--- src/rtl/wbps_pkg.sv ---
package wbps_pkg;

    localparam logic       MODE_PATTERN = 1'b0;
    localparam logic       MODE_STREAM  = 1'b1;

    localparam logic [7:0] WILDCARD_BYTE = 8'hFF;

    localparam logic [1:0] STATUS_FOUND     = 2'd0;
    localparam logic [1:0] STATUS_NOT_FOUND = 2'd1;
    localparam logic [1:0] STATUS_OVERFLOW  = 2'd2;

    typedef struct packed {
        logic       mode;
        logic [7:0] data_byte;
        logic       last;
    } in_item_t;

    typedef struct packed {
        logic [1:0]  status;
        logic [31:0] position;
    } out_item_t;

endpackage

--- src/rtl/wbps_match.sv ---
// Masked parallel compare: lane w checks window byte w against pattern byte w
// (both newest-first), skipping wildcard bytes and lanes past the length.
module wbps_match import wbps_pkg::*; #(
    parameter int PATTERN_MAX = 64,
    parameter int LEN_W       = 7
) (
    input  logic [PATTERN_MAX-1:0][7:0] pattern,
    input  logic [PATTERN_MAX-1:0][7:0] window,
    input  logic [LEN_W-1:0]            length,
    output logic                        hit
);

    always_comb begin
        hit = 1'b1;
        for (int w = 0; w < PATTERN_MAX; w++) begin
            if ((LEN_W'(w) < length) && (pattern[w] != WILDCARD_BYTE)
                && (window[w] != pattern[w])) begin
                hit = 1'b0;
            end
        end
    end

endmodule

--- src/rtl/wildcard_byte_pattern_search_top.sv ---
// Wildcard byte pattern search. Send pattern bytes with mode 0 (newest last,
// last=1 closes the pattern; 0xFF is a wildcard), then stream bytes with mode 1
// (last=1 ends the stream). Each stream gives at most one result: found with the
// start offset of the first match, not found when the last byte passes, or
// overflow when more than PATTERN_MAX pattern bytes were sent; bytes after an
// answer are dropped silently. The block takes one transfer per clock cycle for
// as long as results are taken: an item is held in an input register, processed
// by a PATTERN_MAX-lane masked compare, and its result is loaded into the output
// register when the result slot is free; m_valid comes straight from that register.
// s_ready follows m_ready combinationally through the single processing stage.
module wildcard_byte_pattern_search_top import wbps_pkg::*; #(
    parameter int PATTERN_MAX = 64
) (
    input  logic      aclk,
    input  logic      aresetn,
    input  logic      s_valid,
    output logic      s_ready,
    input  in_item_t  s_item,
    output logic      m_valid,
    input  logic      m_ready,
    output out_item_t m_item
);

    localparam int              LEN_W   = $clog2(PATTERN_MAX + 1);
    localparam logic [LEN_W-1:0] MAX_LEN = LEN_W'(PATTERN_MAX);

    // Input register
    logic     in_valid_reg, in_valid_next;
    in_item_t in_item_reg;

    // Pattern and window shift lines, newest byte at index 0
    logic [PATTERN_MAX-1:0][7:0] pat_reg, pat_next;
    logic [PATTERN_MAX-1:0][7:0] win_reg, win_next;

    // Pattern state
    logic [LEN_W-1:0] len_reg, len_next;
    logic             closed_reg, closed_next;
    logic             ovf_reg, ovf_next;

    // Stream state
    logic [LEN_W-1:0] fill_reg, fill_next;
    logic [31:0]      count_reg, count_next;
    logic             done_reg, done_next;

    // Result register
    logic      out_valid_reg, out_valid_next;
    out_item_t out_item_reg, out_item_next;

    logic             out_free;
    logic             fire;
    logic             hit;
    logic             has_result;
    out_item_t        result;
    logic [LEN_W-1:0] eff_len;
    logic [PATTERN_MAX-1:0][7:0] win_shift;

    // Advance the processing stage whenever the result slot is free
    assign out_free = !out_valid_reg || m_ready;
    assign fire     = in_valid_reg && out_free;
    assign s_ready  = !in_valid_reg || fire;

    // Window as it stands after the current stream byte enters
    always_comb begin
        win_shift[0] = in_item_reg.data_byte;
        for (int i = 1; i < PATTERN_MAX; i++) begin
            win_shift[i] = win_reg[i-1];
        end
    end

    wbps_match #(
        .PATTERN_MAX(PATTERN_MAX),
        .LEN_W      (LEN_W)
    ) u_match (
        .pattern(pat_reg),
        .window (win_shift),
        .length (len_reg),
        .hit    (hit)
    );

    // Pattern length as seen by an appended byte: a closed pattern restarts
    assign eff_len = closed_reg ? '0 : len_reg;

    always_comb begin
        pat_next    = pat_reg;
        win_next    = win_reg;
        len_next    = len_reg;
        closed_next = closed_reg;
        ovf_next    = ovf_reg;
        fill_next   = fill_reg;
        count_next  = count_reg;
        done_next   = done_reg;
        has_result  = 1'b0;
        result      = '{status: STATUS_FOUND, position: 32'd0};

        if (fire) begin
            if (in_item_reg.mode == MODE_PATTERN) begin
                if (closed_reg) begin
                    // New pattern: drop the old one and the stream state
                    ovf_next   = 1'b0;
                    fill_next  = '0;
                    count_next = 32'd0;
                    done_next  = 1'b0;
                end
                len_next = eff_len;
                if (eff_len < MAX_LEN) begin
                    pat_next[0] = in_item_reg.data_byte;
                    for (int i = 1; i < PATTERN_MAX; i++) begin
                        pat_next[i] = pat_reg[i-1];
                    end
                    len_next = eff_len + LEN_W'(1);
                end else begin
                    ovf_next = 1'b1;
                end
                closed_next = in_item_reg.last;
            end else begin
                closed_next = 1'b1;
                if (!done_reg) begin
                    if (ovf_reg) begin
                        has_result = 1'b1;
                        result     = '{status: STATUS_OVERFLOW, position: 32'd0};
                    end else if (len_reg == '0) begin
                        has_result = 1'b1;
                    end else begin
                        win_next   = win_shift;
                        count_next = count_reg + 32'd1;
                        if (fill_reg < MAX_LEN) begin
                            fill_next = fill_reg + LEN_W'(1);
                        end
                        if ((fill_next >= len_reg) && hit) begin
                            has_result = 1'b1;
                            result     = '{status: STATUS_FOUND,
                                           position: count_next - 32'(len_reg)};
                        end else if (in_item_reg.last) begin
                            has_result = 1'b1;
                            result     = '{status: STATUS_NOT_FOUND, position: 32'd0};
                        end
                    end
                    if (has_result) begin
                        done_next = 1'b1;
                    end
                end
                // End of stream: next stream starts at offset 0
                if (in_item_reg.last) begin
                    fill_next  = '0;
                    count_next = 32'd0;
                    done_next  = 1'b0;
                end
            end
        end
    end

    // Input register: load on transfer, drop once processed
    always_comb begin
        in_valid_next = in_valid_reg;
        if (s_valid && s_ready) begin
            in_valid_next = 1'b1;
        end else if (fire) begin
            in_valid_next = 1'b0;
        end
    end

    // Result register: load a new result, drop the old one once taken
    always_comb begin
        out_valid_next = out_valid_reg;
        out_item_next  = out_item_reg;
        if (fire && has_result) begin
            out_valid_next = 1'b1;
            out_item_next  = result;
        end else if (m_ready) begin
            out_valid_next = 1'b0;
        end
    end

    always_ff @(posedge aclk) begin
        if (!aresetn) begin
            in_valid_reg  <= 1'b0;
            out_valid_reg <= 1'b0;
            len_reg       <= '0;
            closed_reg    <= 1'b0;
            ovf_reg       <= 1'b0;
            fill_reg      <= '0;
            count_reg     <= 32'd0;
            done_reg      <= 1'b0;
        end else begin
            in_valid_reg  <= in_valid_next;
            out_valid_reg <= out_valid_next;
            len_reg       <= len_next;
            closed_reg    <= closed_next;
            ovf_reg       <= ovf_next;
            fill_reg      <= fill_next;
            count_reg     <= count_next;
            done_reg      <= done_next;
        end
    end

    // Payload registers; window bytes past the fill count never affect a result
    always_ff @(posedge aclk) begin
        if (s_valid && s_ready) begin
            in_item_reg <= s_item;
        end
        pat_reg      <= pat_next;
        win_reg      <= win_next;
        out_item_reg <= out_item_next;
    end

    assign m_valid = out_valid_reg;
    assign m_item  = out_item_reg;

endmodule

--- config.mk ---
export PLATFORM = sky130hd
export DESIGN_NAME = wildcard_byte_pattern_search_top
export DESIGN_NICKNAME = d
export VERILOG_FILES = /design/src/rtl/wbps_pkg.sv /design/src/rtl/wbps_match.sv /design/src/rtl/wildcard_byte_pattern_search_top.sv
export SDC_FILE = /design/constraint.sdc
export NUM_CORES = 1
export LEC_CHECK = 0
export CORE_MARGIN = 10
export CORE_UTILIZATION = 50
export CTS_BUF_LIST = sky130_fd_sc_hd__clkbuf_16
export DETAILED_ROUTE_END_ITERATION = 10
export DONT_BUFFER_PORTS = 1
export GPL_TIMING_DRIVEN = 0
export PLACE_DENSITY = 0.77
export SLEW_MARGIN = 25
export SYNTH_ARGS = -nofsm -noshare
export SYNTH_HDL_FRONTEND = slang
export SYNTH_HIERARCHICAL = 1
export SYNTH_SLANG_ARGS = --single-unit
export TNS_END_PERCENT = 50
--- constraint.sdc ---
create_clock -name aclk -period 32.5 [get_ports aclk]
set_input_delay 4.875 -clock aclk [delete_from_list [all_inputs] [get_ports aclk]]
set_output_delay 4.875 -clock aclk [all_outputs]
set_load 0.05 [all_outputs]
==> impl_metrics.py, run 1 <==
metrics = {
    "finish": {
        "multi_input_area_mm2": 0.0104,
        "area_growth_pct": 13.6,
        "fin_util_pct": 57.2,
        "n_fill_cell": 6198,
        "final_nets": 2833,
        "n_antenna_cell": 0,
        "largest_register_ffs": 512,
        "layout-drive-gt1-share_pct": 8.43,
        "fin_area_mm2": 0.0495,
        "final-seq-area_mm2": 0.0329,
        "final_cells": 4051,
    },
    "global_routing": {
        "grt_max_degree": 107,
        "grt-ovfl-total": 0,
        "antenna_found_initial": 2,
        "grtUsageTotal_pct": 17.6,
        "grt_pass1_wl_um": 136000,
        "grt_pass1_vias": 23944,
    },
    "drt": {
        "via_per_inst": 5.82,
        "ant_nets": 0,
        "first_iter_violations": 2230,
        "drc_errors": 0,
        "wire_per_inst_um": 22.1,
        "vias": 23597,
        "drt_wl_total_um": 89400,
        "first_pass_iters": 6,
    },
    "min_path": {
        "holdCritPathClass": "flip-flop to flip-flop",
        "hold_depth": 0,
        "hp-start": "win_reg[297]",
    },
    "floorplanning": {
        "start_util_pct": 50.3,
        "core_mm2": 0.0866,
        "die_area_mm2": 0.0994,
        "dieWidth_um": 315,
        "num_rows": 108,
        "die_h_um": 315,
        "io_pins": 50,
    },
    "setup_path": {
        "path_cells": "nor2b_1, nand2_1",
        "critical_path_depth": 2,
        "worstPathArrival_ps": 5460,
        "crit_start": "m_ready",
        "crit_buf_inv": 0,
        "end_kind": "output pin",
        "worstReg2RegStart": "len_reg[2]",
        "worst-path-max-fanout": 4,
        "crit_path_max_incr_delay_ps": 380,
        "cpLargestDelayFamily": "simple AND/OR/NAND/NOR gates",
        "crit_type": "input pin to output pin",
        "slowest_stage": "nand2_1",
        "critPathRequiredTime_ps": 27620,
        "startpoint_type": "input pin",
        "rr_worst_depth": 12,
    },
    "timing": {
        "holdWs_ps": 447,
        "fin_crit_ps": 10340,
        "worstMarginPinSlew_ps": 1170,
        "slew_headroom_pct": 22.0,
        "hold_viol_final": 0,
        "finalSetupViolations": 0,
        "rsz0062_at_grt": "false",
        "drv_slew": 0,
        "clock-skew-final_ps": 52.3,
        "tns_ps": 0,
        "max_freq_mhz": 96.7,
        "timing.final.ws_setup_ps": 22160,
        "fin_crit_sh_pct": 31.8,
    },
    "pwr": {
        "leakage_nw": 15.3,
        "power_density_mw_per_mm2": 58.2,
        "irDropWorstVdd_mv": 0.0510,
        "power_mw": 2.88,
    },
    "synth": {
        "yosysSeqAreaShare_pct": 75.4,
        "synthAdderAreaFrac_pct": 0.534,
        "synth_xor_area_share_pct": 11.4,
        "synth_area_per_cell_um2": 16.4,
        "synth.mux.area_fraction_pct": 0.121,
        "ys.flop_type": "edfxtp_1",
        "synth_top_family_by_area": "XOR/XNOR gates",
        "synthTopCellsByArea": "edfxtp_1, xor2_1, xnor2_1",
        "synth_enable_flop_cells": 1060,
        "syn-cell-area_mm2": 0.0436,
        "yosysUniqueCellTypes": 70,
        "synth-compound-area-share_pct": 3.57,
        "synth_simple_gate_area_share_pct": 8.27,
        "ys_seq_elements": 1111,
        "yosysWarnings": 6,
        "yosysTopAreaCellShare_pct": 73.0,
        "syn_inst": 2660,
        "synth_top_cell_by_area": "edfxtp_1",
        "synth-async-reset-ratio_pct": 0,
        "synthesis.nets": 2692,
    },
    "cts": {
        "cts_hold_buf": 0,
        "clk_pin_slew_ps": 60,
        "clk_latency_ps": 690,
        "post_cts.resized_instances": 0,
        "clock_sinks": 1111,
        "cts_root_buf": "clkbuf_16",
        "clockBufferDepth": 3,
        "cts_tree": "built",
        "post_cts_buffers": 0,
        "cts_max_level": 3,
        "cts_made_buffers": 107,
    },
    "placed_design": {
        "dpl_worst_slack_ps": 22170,
        "gp_congestion": 0.834,
        "port_buffers": 0,
        "hpwl_um": 59800,
        "dp.cells": 3847,
        "place_area_mm2": 0.0459,
    },
    "job": {
        "cap_violations": 0,
    },
    "run_status": {
        "run_status": "finished clean",
    },
}
where the power goes:
part	switching, mW	internal, mW	leakage [nW]
clock network	0.531	0.713	1.82
logic	0.0284	0.0181	4.12
registers	0.0185	1.57	9.33
total	0.578	2.31	15.3
cell type report:
| cell class | instances | share of cell area (%) |
|---|---|---|
| Sequential cell | 1111 | 66.3 |
| Multi-Input combinational cell | 1471 | 21.1 |
| Clock buffer | 108 | 5.46 |
| Tap cell | 1155 | 2.92 |
| Clock inverter | 96 | 1.76 |
| Timing Repair Buffer | 32 | 1.75 |
| Buffer | 60 | 0.536 |
| Inverter | 18 | 0.152 |
routing by layer:
layer	up-vias	global-route usage [%]	share of wire (%)
met1	11827	22.3	39
li1	10571	-	-
met3	180	3.66	8.1
met4	4	6.45	3.1
met5	-	0	0.029
met2	1015	29.7	50
Yosys cell counts (all sizes together), types with 11 or more instances:
master / number
or3: 12
o21ai: 35
nand4: 185
nor3: 43
dfxtp: 51
buf: 14
and3: 14
ha: 17
o22ai: 29
clkbuf: 46
xnor2: 195
nor4: 107
a22oi: 14
nand2: 37
edfxtp: 1060
inv: 18
a211oi: 11
nor2: 136
nand3: 28
and2: 14
xor2: 371
a21oi: 99
worst paths after layout:
check,to,slack [ps]
max,s_ready,22160
min reg2reg,win_reg[305],450
min,win_reg[305],450
max reg2reg,m_item[6],26590
cell usage in the layout, fill, tap and decap left out, types with 8 or more instances in the layout:
| cell | instances |
|---|---|
| a211oi_1 | 11 |
| a21o_1 | 10 |
| a21oi_1 | 98 |
| a22oi_1 | 14 |
| and2_1 | 13 |
| and3_1 | 14 |
| and4_1 | 8 |
| buf_16 | 31 |
| buf_2 | 8 |
| bufinv_16 | 13 |
| clkbuf_1 | 43 |
| clkbuf_16 | 108 |
| clkinv_1 | 23 |
| clkinv_2 | 24 |
| dfxtp_1 | 51 |
| edfxtp_1 | 1060 |
| ha_1 | 17 |
| inv_1 | 35 |
| nand2_1 | 37 |
| nand2b_1 | 8 |
| nand3_1 | 25 |
| nand4_1 | 184 |
| nor2_1 | 136 |
| nor2b_1 | 9 |
| nor3_1 | 41 |
| nor4_1 | 103 |
| o21ai_0 | 35 |
| o221ai_1 | 8 |
| o22ai_1 | 29 |
| or3_1 | 12 |
| xnor2_1 | 194 |
| xor2_1 | 371 |
cell families after synthesis:
kind of cell | after synthesis
XOR/XNOR | 566
multiplexers | 5
adder cells (fa/ha/maj) | 18
flip-flops | 1111
AO/OA/AOI/OAI | 250
AND/OR/NAND/NOR | 632
buffers and inverters | 78
Power figures use the tool's default switching activity.
==> run 2, diff against run 1 <==
--- a/config.mk
+++ b/config.mk
@@ -11,7 +11,7 @@
 export DETAILED_ROUTE_END_ITERATION = 10
 export DONT_BUFFER_PORTS = 1
 export GPL_TIMING_DRIVEN = 0
-export PLACE_DENSITY = 0.77
+export PLACE_DENSITY = 0.74
 export SLEW_MARGIN = 25
 export SYNTH_ARGS = -nofsm -noshare
 export SYNTH_HDL_FRONTEND = slang
==> constraint.sdc (replaced) <==
create_clock -name aclk -period 9.6 [get_ports aclk]
set_input_delay 1.44 -clock aclk [delete_from_list [all_inputs] [get_ports aclk]]
set_output_delay 1.44 -clock aclk [all_outputs]
set_load 0.05 [all_outputs]
==> impl_metrics.py, run 2 (synthesized netlist as in run 1, its figures left out) <==
metrics = {
    "pwr": {
        "switchingPower_mw": 1.96,
        "power_mw": 9.79,
        "pwr-share-comb_pct": 1.7,
        "power_frac_seq_pct": 55.1,
        "power_density_mw_per_mm2": 197,
        "p_int_mw": 7.84,
        "p_sw_share_pct": 20.0,
        "clockPowerShare_pct": 43.2,
        "leakage_nw": 15.4,
        "irDropWorstVdd_mv": 0.159,
    },
    "timing": {
        "finalSetupViolations": 0,
        "max_freq_mhz": 181,
        "worstMarginPinSlew_ps": 981,
        "clock-skew-final_ps": 41.0,
        "fin_crit_ps": 5540,
        "rsz0062_at_grt": "false",
        "holdWs_ps": 457,
        "timing.final.ws_setup_ps": 4060,
        "hold_viol_final": 0,
        "slew_headroom_pct": 34.4,
        "fin_crit_sh_pct": 57.7,
        "drv_slew": 0,
    },
    "floorplanning": {
        "start_util_pct": 50.3,
        "io_pins": 50,
        "num_rows": 108,
        "core_mm2": 0.0866,
        "die_area_mm2": 0.0994,
        "die_h_um": 315,
        "dieWidth_um": 315,
    },
    "cts": {
        "clockBufferDepth": 3,
        "cts_made_buffers": 110,
        "cts_hold_buf": 0,
        "clk_pin_slew_ps": 60,
        "cts_tree": "built",
        "post_cts.resized_instances": 0,
        "cts_max_level": 3,
        "post_cts_buffers": 0,
        "clk_latency_ps": 690,
        "cts_root_buf": "clkbuf_16",
        "clock_sinks": 1111,
    },
    "finish": {
        "largest_register_ffs": 512,
        "final_common_cell": "edfxtp_1",
        "final_cell_mix": "edfxtp_1, xor2_1, xnor2_1",
        "final_nets": 2848,
        "final-seq-area_mm2": 0.0329,
        "n_antenna_cell": 0,
        "layout-drive-gt1-share_pct": 8.71,
        "area_growth_pct": 14.2,
        "fin_area_mm2": 0.0498,
        "n_fill_cell": 6250,
        "multi_input_area_mm2": 0.0105,
    },
    "placed_design": {
        "place_area_mm2": 0.0462,
        "port_buffers": 0,
        "dpl_worst_slack_ps": 4330,
        "gp_congestion": 0.871,
        "hpwl_um": 60600,
    },
    "drt": {
        "first_pass_iters": 5,
        "wire_per_inst_um": 22.1,
        "via_per_inst": 5.81,
        "drc_errors": 0,
        "vias": 23584,
        "ant_nets": 0,
        "drt_wl_total_um": 89800,
        "first_iter_violations": 2104,
    },
    "setup_path": {
        "worst-path-max-fanout": 26,
        "worstPathArrival_ps": 5910,
        "startpoint_type": "flip-flop",
        "reg2reg_slack_ps": 4060,
        "crit_type": "flip-flop to flip-flop",
        "crit_end": "m_item[24]",
        "crit_path_max_incr_delay_ps": 780,
        "worstReg2RegStart": "len_reg[6]",
        "r2r_end": "m_item[24]",
        "end_kind": "flip-flop",
        "path_cells": "clkbuf_1, nand4b_1, o22ai_1, a21oi_1, nor4_1, o21ai_0, a2111o_1, nor4_2, nand2b_1, a31oi_4, buf_16",
        "crit_buf_inv": 2,
        "critical_path_depth": 11,
        "cpLargestDelayFamily": "simple AND/OR/NAND/NOR gates",
        "rr_worst_depth": 11,
        "crit_start": "len_reg[6]",
        "slowest_stage": "nor4_1",
        "critPathRequiredTime_ps": 9980,
    },
    "global_routing": {
        "grt_max_degree": 37,
        "grt_pass1_vias": 23848,
        "grt-ovfl-total": 0,
        "grt_pass1_wl_um": 136000,
        "antenna_found_initial": 2,
        "grtUsageTotal_pct": 17.6,
    },
    "job": {
        "cap_violations": 0,
    },
    "run_status": {
        "run_status": "finished clean",
    },
    "min_path": {
        "holdCritPathClass": "flip-flop to flip-flop",
    },
}
-- run 2: changes by cell type in the layout (fill, tap and decap cells not counted), moves of 4 or more --
cell,change
inv_1,+7
clkbuf_1,-5
clkinv_2,-8
clkbuf_2,+4
buf_12,+16
inv_6,-5
-- run 2: power by group through the flow --
| stage | Combinational (mW) | Sequential [mW] | Clock (mW) |
|---|---|---|---|
| 2_1_floorplan | 0.0920 | 5.51 | 0 |
| 3_3_place_gp | 0.120 | 5.54 | 0 |
| 3_5_place_dp | 0.160 | 5.50 | 0 |
| 4_1_cts | 0.162 | 5.40 | 4.30 |
| 5_1_grt | 0.174 | 5.40 | 4.47 |
| 6_report | 0.162 | 5.40 | 4.23 |
-- run 2: worst min path at each step --
stage	slack (ps)	cells past startpoint	endpoint	start
floorplan	450	0	win_reg[104]	win_reg[96]
global placement	450	0	win_reg[429]	win_reg[421]
detailed placement	450	0	win_reg[219]	win_reg[211]
CTS	460	0	win_reg[484]	win_reg[476]
global route	470	0	win_reg[429]	win_reg[421]
finish	460	0	win_reg[484]	win_reg[476]
-- run 2: per-layer routing --
metal  up-vias  track usage (%)  share of wire (%)
met3       197             3.68                7.5
li1      10599                -                  -
met2       877             29.2                 49
met5         -                0              0.029
met1     11907             22.6                 40
met4         4             6.69                3.4
-- run 2: worst register-to-register path, delay by kind of cell, from the launching register on --
| kind | cells | cell delay [ps] |
|---|---|---|
| and+or+nand+nor | 4 | 2400 |
| AOI/OAI and AO/OA | 5 | 1540 |
| buffers and inverters | 2 | 750 |
| DFF | 1 | 510 |
-- run 2: through the flow --
step	std cells	util, %	TNS (ps)
global placement	3815	52.0	-4018520
detailed placement	3859	53.3	0
finish	4061	57.5	0
floorplan	2660	-	-768010
CTS	4061	57.5	0
global route	4061	57.5	0
-- run 2: cell type report --
| type | instances | share of cell area, % |
|---|---|---|
| Sequential cell | 1111 | 66.0 |
| Multi-Input combinational cell | 1471 | 21.0 |
| Clock buffer | 110 | 5.53 |
| Tap cell | 1155 | 2.90 |
| Timing Repair Buffer | 44 | 2.19 |
| Clock inverter | 92 | 1.70 |
| Buffer | 60 | 0.563 |
| Inverter | 18 | 0.143 |
